### src/rtl/rbp_pkg.sv
package rbp_pkg;

   // Operation selector carried on req_tuser.
   typedef enum logic [1:0] {
      OP_WRITE = 2'd0,
      OP_RICE  = 2'd1,
      OP_FLUSH = 2'd2,
      OP_START = 2'd3
   } op_type;

   // Sequencer states, one-hot.
   typedef enum logic [4:0] {
      ST_IDLE  = 5'b00001,
      ST_RUN   = 5'b00010,
      ST_ESC   = 5'b00100,
      ST_FLUSH = 5'b01000,
      ST_DONE  = 5'b10000
   } state_type;

   // Three-byte sequence that forces an escape byte, oldest byte highest.
   localparam logic [23:0] ESC_PATTERN = 24'h7FFFFE;
   localparam logic [7:0]  ESC_BYTE    = 8'h00;

   // Largest Rice parameter and largest write length.
   localparam logic [6:0]  MAX_RICE_K  = 7'd15;
   localparam logic [6:0]  MAX_WRITE_N = 7'd64;

   // Bit positions inside rsp_tuser.
   localparam int USER_VALID = 0;
   localparam int USER_OVF   = 1;

endpackage

### src/rtl/rice_bit_packer_with_escape_stuffing_core.sv
// LSB-first bit packer with Rice codes and escape-byte stuffing.
//
// The req channel carries one operation per beat: write 0 to 64 bits of a
// value, write a Rice code, flush the partial byte, or start a new stream.
// The rsp channel returns one beat per emitted byte, in stream order, with
// tlast on the final beat caused by that request. A request that emits no
// byte returns one empty beat (byte_valid low). Rejected Rice codes return
// an empty beat with the overflow flag set.
//
// Bits move through a 64-bit shift register one bit per cycle, except while the
// sequencer holds at a completed byte for the receiver; each inserted escape
// byte takes its own step in the sequencer. The block takes one request at a
// time; req_tready is high only while the sequencer is idle.
//
// When the receiver stalls, the sequencer holds at the next completed byte
// until the output register is free; bits that do not complete a byte keep
// moving. Reset clears the pending byte, the byte history and the output
// register; the first request can be taken in the cycle after reset drops.
module rice_bit_packer_with_escape_stuffing_core #(
   parameter int MAX_QUOTIENT = 48
) (
   input  logic        clock,
   input  logic        reset,
   // Request channel.
   input  logic        req_tvalid,
   output logic        req_tready,
   input  logic [71:0] req_tdata,   // [63:0] value, [70:64] bit_count, [71] zero
   input  logic [1:0]  req_tuser,   // [1:0] op
   // Result channel.
   output logic        rsp_tvalid,
   input  logic        rsp_tready,
   output logic [7:0]  rsp_tdata,   // [7:0] out_byte
   output logic        rsp_tlast,   // last
   output logic [1:0]  rsp_tuser    // [0] byte_valid, [1] overflow
);

   localparam int QW = $clog2(MAX_QUOTIENT + 1);

   // Sequencer and bit-engine registers.
   rbp_pkg::state_type state_ff, state_in;
   logic [63:0] sr_ff, sr_in;
   logic [QW-1:0] uq_ff, uq_in;
   logic        zb_ff, zb_in;
   logic [6:0]  tot_ff, tot_in;
   logic        any_ff, any_in;
   logic        ovf_ff, ovf_in;
   logic        esc_last_ff, esc_last_in;
   logic [7:0]  pbits_ff, pbits_in;
   logic [2:0]  pcnt_ff, pcnt_in;
   logic [23:0] hist_ff, hist_in;
   logic [1:0]  hcnt_ff, hcnt_in;

   // Output register.
   logic        rsp_valid_ff, rsp_valid_in;
   logic [7:0]  rsp_byte_ff, rsp_byte_in;
   logic        rsp_bv_ff, rsp_bv_in;
   logic        rsp_last_ff, rsp_last_in;
   logic        rsp_ovf_ff, rsp_ovf_in;

   // Request fields.
   logic [63:0] req_value;
   logic [6:0]  req_count;
   logic [6:0]  write_n;
   logic [63:0] rice_q;
   logic        rice_bad;

   assign req_value = req_tdata[63:0];
   assign req_count = req_tdata[70:64];
   assign write_n   = (req_count > rbp_pkg::MAX_WRITE_N) ? rbp_pkg::MAX_WRITE_N : req_count;
   assign rice_q    = req_value >> req_count[3:0];
   assign rice_bad  = (req_count > rbp_pkg::MAX_RICE_K) || (rice_q > 64'(MAX_QUOTIENT));

   // Next bit of the current code: unary ones, the terminating zero, then value bits.
   logic       cur_bit;
   logic       byte_done;
   logic [7:0] full_byte;
   logic [6:0] tot_after;
   logic       out_free;

   assign cur_bit   = (uq_ff != '0) ? 1'b1 : (zb_ff ? 1'b0 : sr_ff[0]);
   assign byte_done = (pcnt_ff == 3'd7);
   assign full_byte = pbits_ff | {cur_bit, 7'b0};
   assign tot_after = tot_ff - 7'd1;
   assign out_free  = !rsp_valid_ff || rsp_tready;

   // Byte history update for whatever byte is emitted this cycle.
   logic [7:0]  emit_val;
   logic [23:0] hist_new;
   logic [1:0]  hcnt_new;
   logic        esc_need;

   always_comb begin
      emit_val = full_byte;
      if (state_ff == rbp_pkg::ST_ESC) begin
         emit_val = rbp_pkg::ESC_BYTE;
      end else if (state_ff == rbp_pkg::ST_FLUSH) begin
         emit_val = pbits_ff;
      end
   end

   assign hist_new = {hist_ff[15:0], emit_val};
   assign hcnt_new = (hcnt_ff == 2'd3) ? 2'd3 : hcnt_ff + 2'd1;
   assign esc_need = (hcnt_ff >= 2'd2) && (hist_new == rbp_pkg::ESC_PATTERN);

   // Sequencer.
   always_comb begin
      state_in     = state_ff;
      sr_in        = sr_ff;
      uq_in        = uq_ff;
      zb_in        = zb_ff;
      tot_in       = tot_ff;
      any_in       = any_ff;
      ovf_in       = ovf_ff;
      esc_last_in  = esc_last_ff;
      pbits_in     = pbits_ff;
      pcnt_in      = pcnt_ff;
      hist_in      = hist_ff;
      hcnt_in      = hcnt_ff;
      rsp_valid_in = rsp_valid_ff && !rsp_tready;
      rsp_byte_in  = rsp_byte_ff;
      rsp_bv_in    = rsp_bv_ff;
      rsp_last_in  = rsp_last_ff;
      rsp_ovf_in   = rsp_ovf_ff;

      unique case (state_ff)
         rbp_pkg::ST_IDLE: begin
            if (req_tvalid) begin
               any_in = 1'b0;
               ovf_in = 1'b0;
               case (rbp_pkg::op_type'(req_tuser))
                  rbp_pkg::OP_WRITE: begin
                     sr_in    = req_value;
                     uq_in    = '0;
                     zb_in    = 1'b0;
                     tot_in   = write_n;
                     state_in = (write_n == 7'd0) ? rbp_pkg::ST_DONE : rbp_pkg::ST_RUN;
                  end
                  rbp_pkg::OP_RICE: begin
                     if (rice_bad) begin
                        ovf_in   = 1'b1;
                        state_in = rbp_pkg::ST_DONE;
                     end else begin
                        sr_in    = req_value;
                        uq_in    = rice_q[QW-1:0];
                        zb_in    = 1'b1;
                        tot_in   = 7'(rice_q[QW-1:0]) + req_count + 7'd1;
                        state_in = rbp_pkg::ST_RUN;
                     end
                  end
                  rbp_pkg::OP_FLUSH: begin
                     state_in = rbp_pkg::ST_FLUSH;
                  end
                  default: begin
                     pbits_in = '0;
                     pcnt_in  = '0;
                     hist_in  = '0;
                     hcnt_in  = '0;
                     state_in = rbp_pkg::ST_DONE;
                  end
               endcase
            end
         end

         rbp_pkg::ST_RUN: begin
            if (!byte_done || out_free) begin
               // Consume one bit from the active phase.
               if (uq_ff != '0) begin
                  uq_in = uq_ff - 1'b1;
               end else if (zb_ff) begin
                  zb_in = 1'b0;
               end else begin
                  sr_in = {1'b0, sr_ff[63:1]};
               end
               tot_in = tot_after;
               if (byte_done) begin
                  // A byte is complete; it is final if fewer than eight bits remain and no escape byte follows.
                  rsp_valid_in = 1'b1;
                  rsp_byte_in  = full_byte;
                  rsp_bv_in    = 1'b1;
                  rsp_last_in  = (tot_after < 7'd8) && !esc_need;
                  rsp_ovf_in   = 1'b0;
                  hist_in      = hist_new;
                  hcnt_in      = hcnt_new;
                  pbits_in     = '0;
                  pcnt_in      = '0;
                  any_in       = 1'b1;
                  esc_last_in  = (tot_after < 7'd8);
                  if (esc_need) begin
                     state_in = rbp_pkg::ST_ESC;
                  end else if (tot_after == 7'd0) begin
                     state_in = rbp_pkg::ST_IDLE;
                  end
               end else begin
                  pbits_in = pbits_ff | (8'(cur_bit) << pcnt_ff);
                  pcnt_in  = pcnt_ff + 3'd1;
                  if (tot_after == 7'd0) begin
                     state_in = any_ff ? rbp_pkg::ST_IDLE : rbp_pkg::ST_DONE;
                  end
               end
            end
         end

         rbp_pkg::ST_ESC: begin
            if (out_free) begin
               rsp_valid_in = 1'b1;
               rsp_byte_in  = rbp_pkg::ESC_BYTE;
               rsp_bv_in    = 1'b1;
               rsp_last_in  = esc_last_ff;
               rsp_ovf_in   = 1'b0;
               hist_in      = hist_new;
               hcnt_in      = hcnt_new;
               state_in     = (tot_ff == 7'd0) ? rbp_pkg::ST_IDLE : rbp_pkg::ST_RUN;
            end
         end

         rbp_pkg::ST_FLUSH: begin
            tot_in = 7'd0;
            if (pcnt_ff == 3'd0) begin
               state_in = rbp_pkg::ST_DONE;
            end else if (out_free) begin
               rsp_valid_in = 1'b1;
               rsp_byte_in  = pbits_ff;
               rsp_bv_in    = 1'b1;
               rsp_last_in  = !esc_need;
               rsp_ovf_in   = 1'b0;
               hist_in      = hist_new;
               hcnt_in      = hcnt_new;
               pbits_in     = '0;
               pcnt_in      = '0;
               any_in       = 1'b1;
               esc_last_in  = 1'b1;
               state_in     = esc_need ? rbp_pkg::ST_ESC : rbp_pkg::ST_IDLE;
            end
         end

         rbp_pkg::ST_DONE: begin
            // Empty result closes a request that emitted no byte.
            if (out_free) begin
               rsp_valid_in = 1'b1;
               rsp_byte_in  = '0;
               rsp_bv_in    = 1'b0;
               rsp_last_in  = 1'b1;
               rsp_ovf_in   = ovf_ff;
               state_in     = rbp_pkg::ST_IDLE;
            end
         end

         default: begin
            state_in = rbp_pkg::ST_IDLE;
         end
      endcase
   end

   // Control registers.
   always_ff @(posedge clock) begin
      if (reset) begin
         state_ff     <= rbp_pkg::ST_IDLE;
         uq_ff        <= '0;
         zb_ff        <= 1'b0;
         tot_ff       <= '0;
         any_ff       <= 1'b0;
         ovf_ff       <= 1'b0;
         esc_last_ff  <= 1'b0;
         pbits_ff     <= '0;
         pcnt_ff      <= '0;
         hist_ff      <= '0;
         hcnt_ff      <= '0;
         rsp_valid_ff <= 1'b0;
      end else begin
         state_ff     <= state_in;
         uq_ff        <= uq_in;
         zb_ff        <= zb_in;
         tot_ff       <= tot_in;
         any_ff       <= any_in;
         ovf_ff       <= ovf_in;
         esc_last_ff  <= esc_last_in;
         pbits_ff     <= pbits_in;
         pcnt_ff      <= pcnt_in;
         hist_ff      <= hist_in;
         hcnt_ff      <= hcnt_in;
         rsp_valid_ff <= rsp_valid_in;
      end
   end

   // Payload registers.
   always_ff @(posedge clock) begin
      sr_ff       <= sr_in;
      rsp_byte_ff <= rsp_byte_in;
      rsp_bv_ff   <= rsp_bv_in;
      rsp_last_ff <= rsp_last_in;
      rsp_ovf_ff  <= rsp_ovf_in;
   end

   assign req_tready = (state_ff == rbp_pkg::ST_IDLE);
   assign rsp_tvalid = rsp_valid_ff;
   assign rsp_tdata  = rsp_byte_ff;
   assign rsp_tlast  = rsp_last_ff;
   assign rsp_tuser  = {rsp_ovf_ff, rsp_bv_ff};

   // An overflow result is always an empty, final beat.
   a_ovf_empty_last: assert property (@(posedge clock) disable iff (reset)
      rsp_tvalid && rsp_tuser[rbp_pkg::USER_OVF] |->
         rsp_tlast && !rsp_tuser[rbp_pkg::USER_VALID])
      else $error("overflow beat is not an empty last beat");

   // An empty beat closes its request and carries a zero byte.
   a_empty_is_last: assert property (@(posedge clock) disable iff (reset)
      rsp_tvalid && !rsp_tuser[rbp_pkg::USER_VALID] |-> rsp_tlast && (rsp_tdata == 8'h00))
      else $error("empty beat without tlast or with nonzero data");

   // No request is taken while the bit engine still holds bits to push.
   a_idle_no_bits: assert property (@(posedge clock) disable iff (reset)
      req_tready |-> (tot_ff == 7'd0) && (uq_ff == '0) && !zb_ff)
      else $error("request taken while bits remain");

   // Reset leaves no result in the output register.
   a_reset_clears: assert property (@(posedge clock)
      reset |=> !rsp_tvalid)
      else $error("result valid right after reset");

endmodule
### config.mk
export PLATFORM = sky130hd
export DESIGN_NAME = rice_bit_packer_with_escape_stuffing_core
export DESIGN_NICKNAME = d
export VERILOG_FILES = /design/src/rtl/rbp_pkg.sv /design/src/rtl/rice_bit_packer_with_escape_stuffing_core.sv
export SDC_FILE = /design/constraint.sdc
export NUM_CORES = 1
export LEC_CHECK = 0
export BUFFER_PORTS_ARGS = -buffer_cell sky130_fd_sc_hd__buf_4
export CORE_MARGIN = 2
export CORE_UTILIZATION = 30
export CTS_BUF_LIST = sky130_fd_sc_hd__clkbuf_8
export DETAILED_ROUTE_END_ITERATION = 16
export PLACE_DENSITY = 0.57
export SKIP_CTS_REPAIR_TIMING = 1
export SLEW_MARGIN = 10
export SYNTH_ARGS = -nofsm -noshare
export SYNTH_HDL_FRONTEND = slang
export SYNTH_SLANG_ARGS = --single-unit
### constraint.sdc
create_clock -name clock -period 6.9 [get_ports clock]
set_input_delay 0.345 -clock clock [delete_from_list [all_inputs] [get_ports clock]]
set_output_delay 0.345 -clock clock [all_outputs]
set_load 0.01 [all_outputs]
==> results of run 1 <==
[per-layer routing]
metal,vias to the layer above,GRT usage [%]
li1,3543,-
met1,3451,22.1
met2,185,24.9
met3,13,3.72
met4,2,3.38
met5,-,0
[registers in the layout, summed over array words and instances (netlist names)]
name,cells
any_ff,1
esc_last_ff,1
hcnt_ff,2
hist_ff,16
ovf_ff,1
pbits_ff,8
pcnt_ff,3
rsp_bv_ff,1
rsp_ovf_ff,1
rsp_tdata,8
rsp_tlast,1
rsp_tvalid,1
sr_ff,64
state_ff,5
tot_ff,7
uq_ff,6
zb_ff,1
[area by class of cell]
type | instances | area [um^2]
inverter | 27 | 101
multi-input combinational | 740 | 4580
clock buffer | 18 | 248
clock inverter | 14 | 169
sequential | 127 | 3290
fill | 2797 | 17400
tap | 341 | 427
timing repair buffer | 92 | 691
antenna | 2 | 5.00
[kinds of logic after synthesis]
logic type                 after synthesis
AOI/OAI and AO/OA                      179
DFF                                    127
adders and majority gates               13
muxes                                   71
buffers and inverters                   81
and+or+nand+nor                        469
xor gates and xnor gates                 8
[metrics by stage]
step / setup slack (ps) / power (mW)
6_report: 2580 / 2.72
5_1_grt: 2380 / 2.90
4_1_cts: 2610 / 2.74
3_5_place_dp: 2180 / 2.03
3_3_place_gp: 2210 / 2.02
2_1_floorplan: 1290 / 1.76
[final timing paths]
check / cells past startpoint / to / slack (ps) / startpoint
max: 10 / sr_ff[36] / 2580 / req_tdata[65]
min: 3 / sr_ff[23] / 170 / req_tdata[23]
max reg2reg: 9 / hcnt_ff[0] / 2970 / state_ff[3]
min reg2reg: 2 / any_ff / 460 / any_ff
[worst reg2reg max path: stages, from the launching register on]
cell and delay (ps):
dfxtp_1 460, nor3_1 100, nand3b_1 90, buf_4 670, nand2_1 720, nor2_1 460
nand2_1 180, and4_1 460, a41o_1 490, nor3_1 210
[where the power goes]
part / total [mW] / switching [mW] / internal (mW)
Sequential: 1.05 / 0.0680 / 0.986
Clock: 0.709 / 0.364 / 0.345
Combinational: 0.959 / 0.622 / 0.338
[cells in the final DEF, fill, tap and decap left out, types with 8 or more instances in the layout]
cell type	instances
a31oi_1	9
nand3_1	16
and2_1	10
inv_1	24
nand2_1	241
a211oi_1	12
dfxtp_1	52
and3_1	11
nand4_1	10
mux2i_1	37
or3_1	11
nor2b_1	15
o22ai_1	8
nand2b_1	8
mux4_2	11
buf_4	92
a21oi_1	60
o21ai_0	20
nor3_1	29
mux2_2	14
clkbuf_8	18
ha_1	12
nor2_1	82
edfxtp_1	75
==> impl_metrics.tcl, run 1 <==
set metrics [dict create \
    syn_inst 948 \
    path_clk_slew_ps 100 \
    cp-end-kind "flip-flop" \
    cts_max_path_buffers 2 \
    synthMostInstantiatedCell "nand2_1" \
    grt_pass1_vias 6844 \
    io_pins 91 \
    utilization_pct 35.3 \
    ys_seq_elements 127 \
    slew_violations 0 \
    post-route-min-period_ps 4320 \
    cp_data_arrival_time_ps 4370 \
    synth-adder-area-share_pct 2.06 \
    synth_top_cells_by_area "edfxtp_1, dfxtp_1, nand2_1" \
    tns_ps 0 \
    routed_via_density 5.29 \
    finalCritPeriodShare_pct 62.6 \
    p_leak_nw 3.70 \
    stdcell_count 1361 \
    wl_per_cell_um 16.6 \
    wl_met3_um 1250 \
    drc 0 \
    path_cells "buf_4, inv_2, a2111oi_1, a2bb2o_1, o32a_1, a2111oi_4, nand4_4, a21o_1, nor2_4, buf_4" \
    numPlacedInstances 1327 \
    vdd_drop_max_mv 0.159 \
    syn_area_per_cell_um2 8.71 \
    num_rows 60 \
    grt_pass1_wl_um 36800 \
    final_hold_viol_count 0 \
    whs_ps 168 \
    numCtsBuffers 17 \
    core_mm2 0.0270 \
    dieArea_mm2 0.0289 \
    ys_warn_count 0 \
    critical_path_buf_inv_count 3 \
    syn_nets 1039 \
    fin_area_mm2 0.00951 \
    drive_gt1_share_pct 16.7 \
    cts_root_buffer "clkbuf_8" \
    tightest_slew_ps 916 \
    postPlaceCellArea_mm2 0.00909 \
    critical_path.max_stage_delay_ps 670 \
    areaGrowthSynthToFinish_pct 15.2 \
    syn_area_mm2 0.00825 \
    critPathKind "in -> reg" \
    setup_viol 0 \
    ys.flop_type "edfxtp_1" \
    cpMaxStageDelayCell "buf_4" \
    vias 7194 \
    htree_levels 4 \
    cts_sinks 127 \
    io_buffers 89 \
    die_h_um 170 \
    topRoutingLayerUsed "met5" \
    drtIter0Drc 705 \
    ys_seq_area_share_pct 39.9 \
    grt_usage_pct 15.8 \
    power.density_mw_per_mm2 286 \
    synth_top_family_by_area "simple AND/OR/NAND/NOR gates" \
    cp_max_fo 79 \
    max_cap_viol_count 0 \
    muxShareOfSynthArea_pct 11.1 \
    synth_async_sr_flop_share_pct 0 \
    fin_skew_ps 24.2 \
    antenna_found_initial 3 \
    ant_nets 0 \
    dr_wl_met2_um 10200 \
    max-slew-margin-rel_pct 38.9 \
    startpoint_type "input port" \
    yosysUniqueCellTypes 93 \
    hp-class "in -> reg" \
    synth-xor-area-share_pct 0.849 \
    grt_setup_unrepaired "false" \
    initial_core_util_pct 30.6 \
    die_w_um 170 \
    insertion_delay_ps 440 \
    yosysTopAreaCell "edfxtp_1" \
    synthSimpleGateAreaFrac_pct 26.0 \
    fmax_ghz 0.232 \
    synth-edff-count 75 \
    cts_tree "done" \
    drt_pass1_iterations 6 \
    synth-compound-area-share_pct 15.2 \
    globalRouteOverflowTotal 0 \
    grt_start_max_net_pins 83 \
    gp_congestion 0.834 \
    synth_common_cells "nand2_1, nor2_1, edfxtp_1" \
    worst_path_most_repeated_cell "buf_4" \
    critPathTopFamily "compound AO/OA/AOI/OAI gates" \
    status "complete, no violations" \
    synth_top_area_share_pct 27.3 \
    drt-total-wl_um 22500 \
    final_net_count 1096 \
    cp.required_ps 6960 \
    route.layer.met1.wl_um 10900 \
    hpwl_um 15400 \
]
(Power assumes the default switching activity.)
==> run 2: changes to the inputs <==
- PLACE_DENSITY: 0.57 -> 0.59
- clock period: 6.9 -> 3.65 ns (I/O delays scaled with it)
==> run 2 against run 1 <==
Effect of this change:
- core utilization increased by 0.74 points
- via count increased by 0.71%
- largest cell class unchanged
- critical path type is now reg -> reg
- hold slack got worse by 160 ps
- combinational power increased by 97%
- wire length increased by 0.20%
- global-route usage increased by 0.19 points
==> impl_metrics.tcl, run 2 (synthesis results as in run 1) <==
set metrics [dict create \
    whs_ps 5.85 \
    reg_top3 "sr_ff: 64 flops, hist_ff: 16 flops" \
    routed_via_density 5.22 \
    core_mm2 0.0270 \
    tns_ps 0 \
    path_cells "inv_1, ha_1, or3b_2, or3_1, a21oi_1, o21ba_2, nor2_1, and2_1, o31a_1, a211o_1" \
    die_h_um 170 \
    startpoint_type "flip-flop" \
    tightest_slew_ps 816 \
    die_w_um 170 \
    htree_levels 4 \
    ant_nets 0 \
    max-slew-margin-rel_pct 45.6 \
    initial_core_util_pct 30.6 \
    cts_tree "done" \
    final_hold_viol_count 0 \
    cp_data_arrival_time_ps 3540 \
    path_clk_slew_ps 90 \
    cp_max_fo 7 \
    hp-class "in -> reg" \
    p_sw_share_pct 39.3 \
    nFillCells 2816 \
    io_pins 91 \
    io_buffers 89 \
    hpwl_um 16300 \
    critPathKind "reg -> reg" \
    wl_per_cell_um 16.3 \
    cts_sinks 127 \
    numCtsBuffers 17 \
    drtIter0Drc 655 \
    gp_congestion 0.834 \
    vias 7245 \
    final_cell_mix "nand2_1, buf_4, nor2_1" \
    max_cap_viol_count 0 \
    grt_pass1_wl_um 37000 \
    grt_usage_pct 16.0 \
    internal_power_mw 3.12 \
    insertion_delay_ps 460 \
    vdd_drop_max_mv 0.260 \
    final_net_count 1123 \
    seq_power_share_pct 38.7 \
    cts_root_buffer "clkbuf_8" \
    cts_max_path_buffers 2 \
    largest_register_ffs 64 \
    critical_path.max_stage_delay_ps 490 \
    num_rows 60 \
    postPlaceCellArea_mm2 0.00930 \
    critical_path_buf_inv_count 1 \
    cp-end-kind "flip-flop" \
    grt_pass1_vias 6932 \
    drc 0 \
    slew_violations 0 \
    r2r_setup_slack_ps 460 \
    drive_gt1_share_pct 18.6 \
    fmax_ghz 0.314 \
    dieArea_mm2 0.0289 \
    drt_pass1_iterations 5 \
    areaGrowthSynthToFinish_pct 17.7 \
    status "complete, no violations" \
    cpMaxStageDelayCell "or3b_2" \
    numPlacedInstances 1352 \
    grt_setup_unrepaired "false" \
    cp.required_ps 4000 \
    drt-total-wl_um 22600 \
    antenna_found_initial 1 \
    top_register "sr_ff" \
    globalRouteOverflowTotal 0 \
    p_switching_mw 2.02 \
    power.density_mw_per_mm2 529 \
    p_leak_nw 3.81 \
    fin_area_mm2 0.00971 \
    finalCritPeriodShare_pct 87.3 \
    critPathTopFamily "compound AO/OA/AOI/OAI gates" \
    post-route-min-period_ps 3190 \
    p_clk_share_pct 24.6 \
    grt_start_max_net_pins 77 \
    combPwrFrac_pct 36.8 \
    setup_viol 0 \
    layout_commonest_cell "nand2_1" \
    fin_skew_ps 23.8 \
    stdcell_count 1387 \
]
[run 2: cell count changes in the layout (fill, tap and decap cells not counted), sizes merged]
cell	change
clkbuf	-1
buf	+25
diode	-1
inv	+1
clkinvlp	+3
bufinv	-1
clkinv	-2
dlygate4sd3	+2
[run 2: layer usage]
metal / routed length [um] / GRT usage, %
met4: 282 / 4.61
met3: 987 / 2.84
met2: 10600 / 26.1
met1: 10700 / 21.8
met5: 0 / 0
[run 2: through the flow]
step,setup WS (ps),power [mW],utilization (%)
floorplan,6.54,3.32,-
global placement,200,3.88,34.5
detailed placement,82.2,3.91,34.5
CTS,469,5.18,36.0
global route,369,5.49,36.0
finish,464,5.14,36.0
[run 2: area by class of cell]
class	instances	area [um^2]	area share [%]
multi-input combinational	740	4580	47.1
inverter	27	101	1.04
clock buffer	17	234	2.41
tap	341	427	4.39
timing repair buffer	119	923	9.51
antenna	1	2.50	0.0258
clock inverter	15	153	1.57
sequential	127	3290	33.9
[run 2: worst paths after layout]
path | start | end | depth (start not counted)
hold reg to reg | hist_ff[15] | hist_ff[15] | 2
setup reg to reg | uq_ff[0] | state_ff[0] | 10
hold / removal | req_tdata[23] | sr_ff[23] | 3
setup / recovery | uq_ff[0] | state_ff[0] | 10
[run 2: power by group through the flow]
stage / registers [mW] / logic, mW / clock network [mW]
floorplan: 2.00 / 1.32 / 0
global placement: 2.01 / 1.87 / 0
detailed placement: 2.02 / 1.89 / 0
CTS: 1.99 / 1.89 / 1.30
global route: 2.02 / 2.11 / 1.36
finish: 1.99 / 1.89 / 1.26
[run 2: worst reg2reg max path, cell delays in order (launching register included)]
cell     delay [ps]
dfxtp_1         340
inv_1            90
ha_1            200
or3b_2          490
or3_1           420
a21oi_1         390
o21ba_2         230
nor2_1           90
and2_1          170
o31a_1          370
a211o_1         280
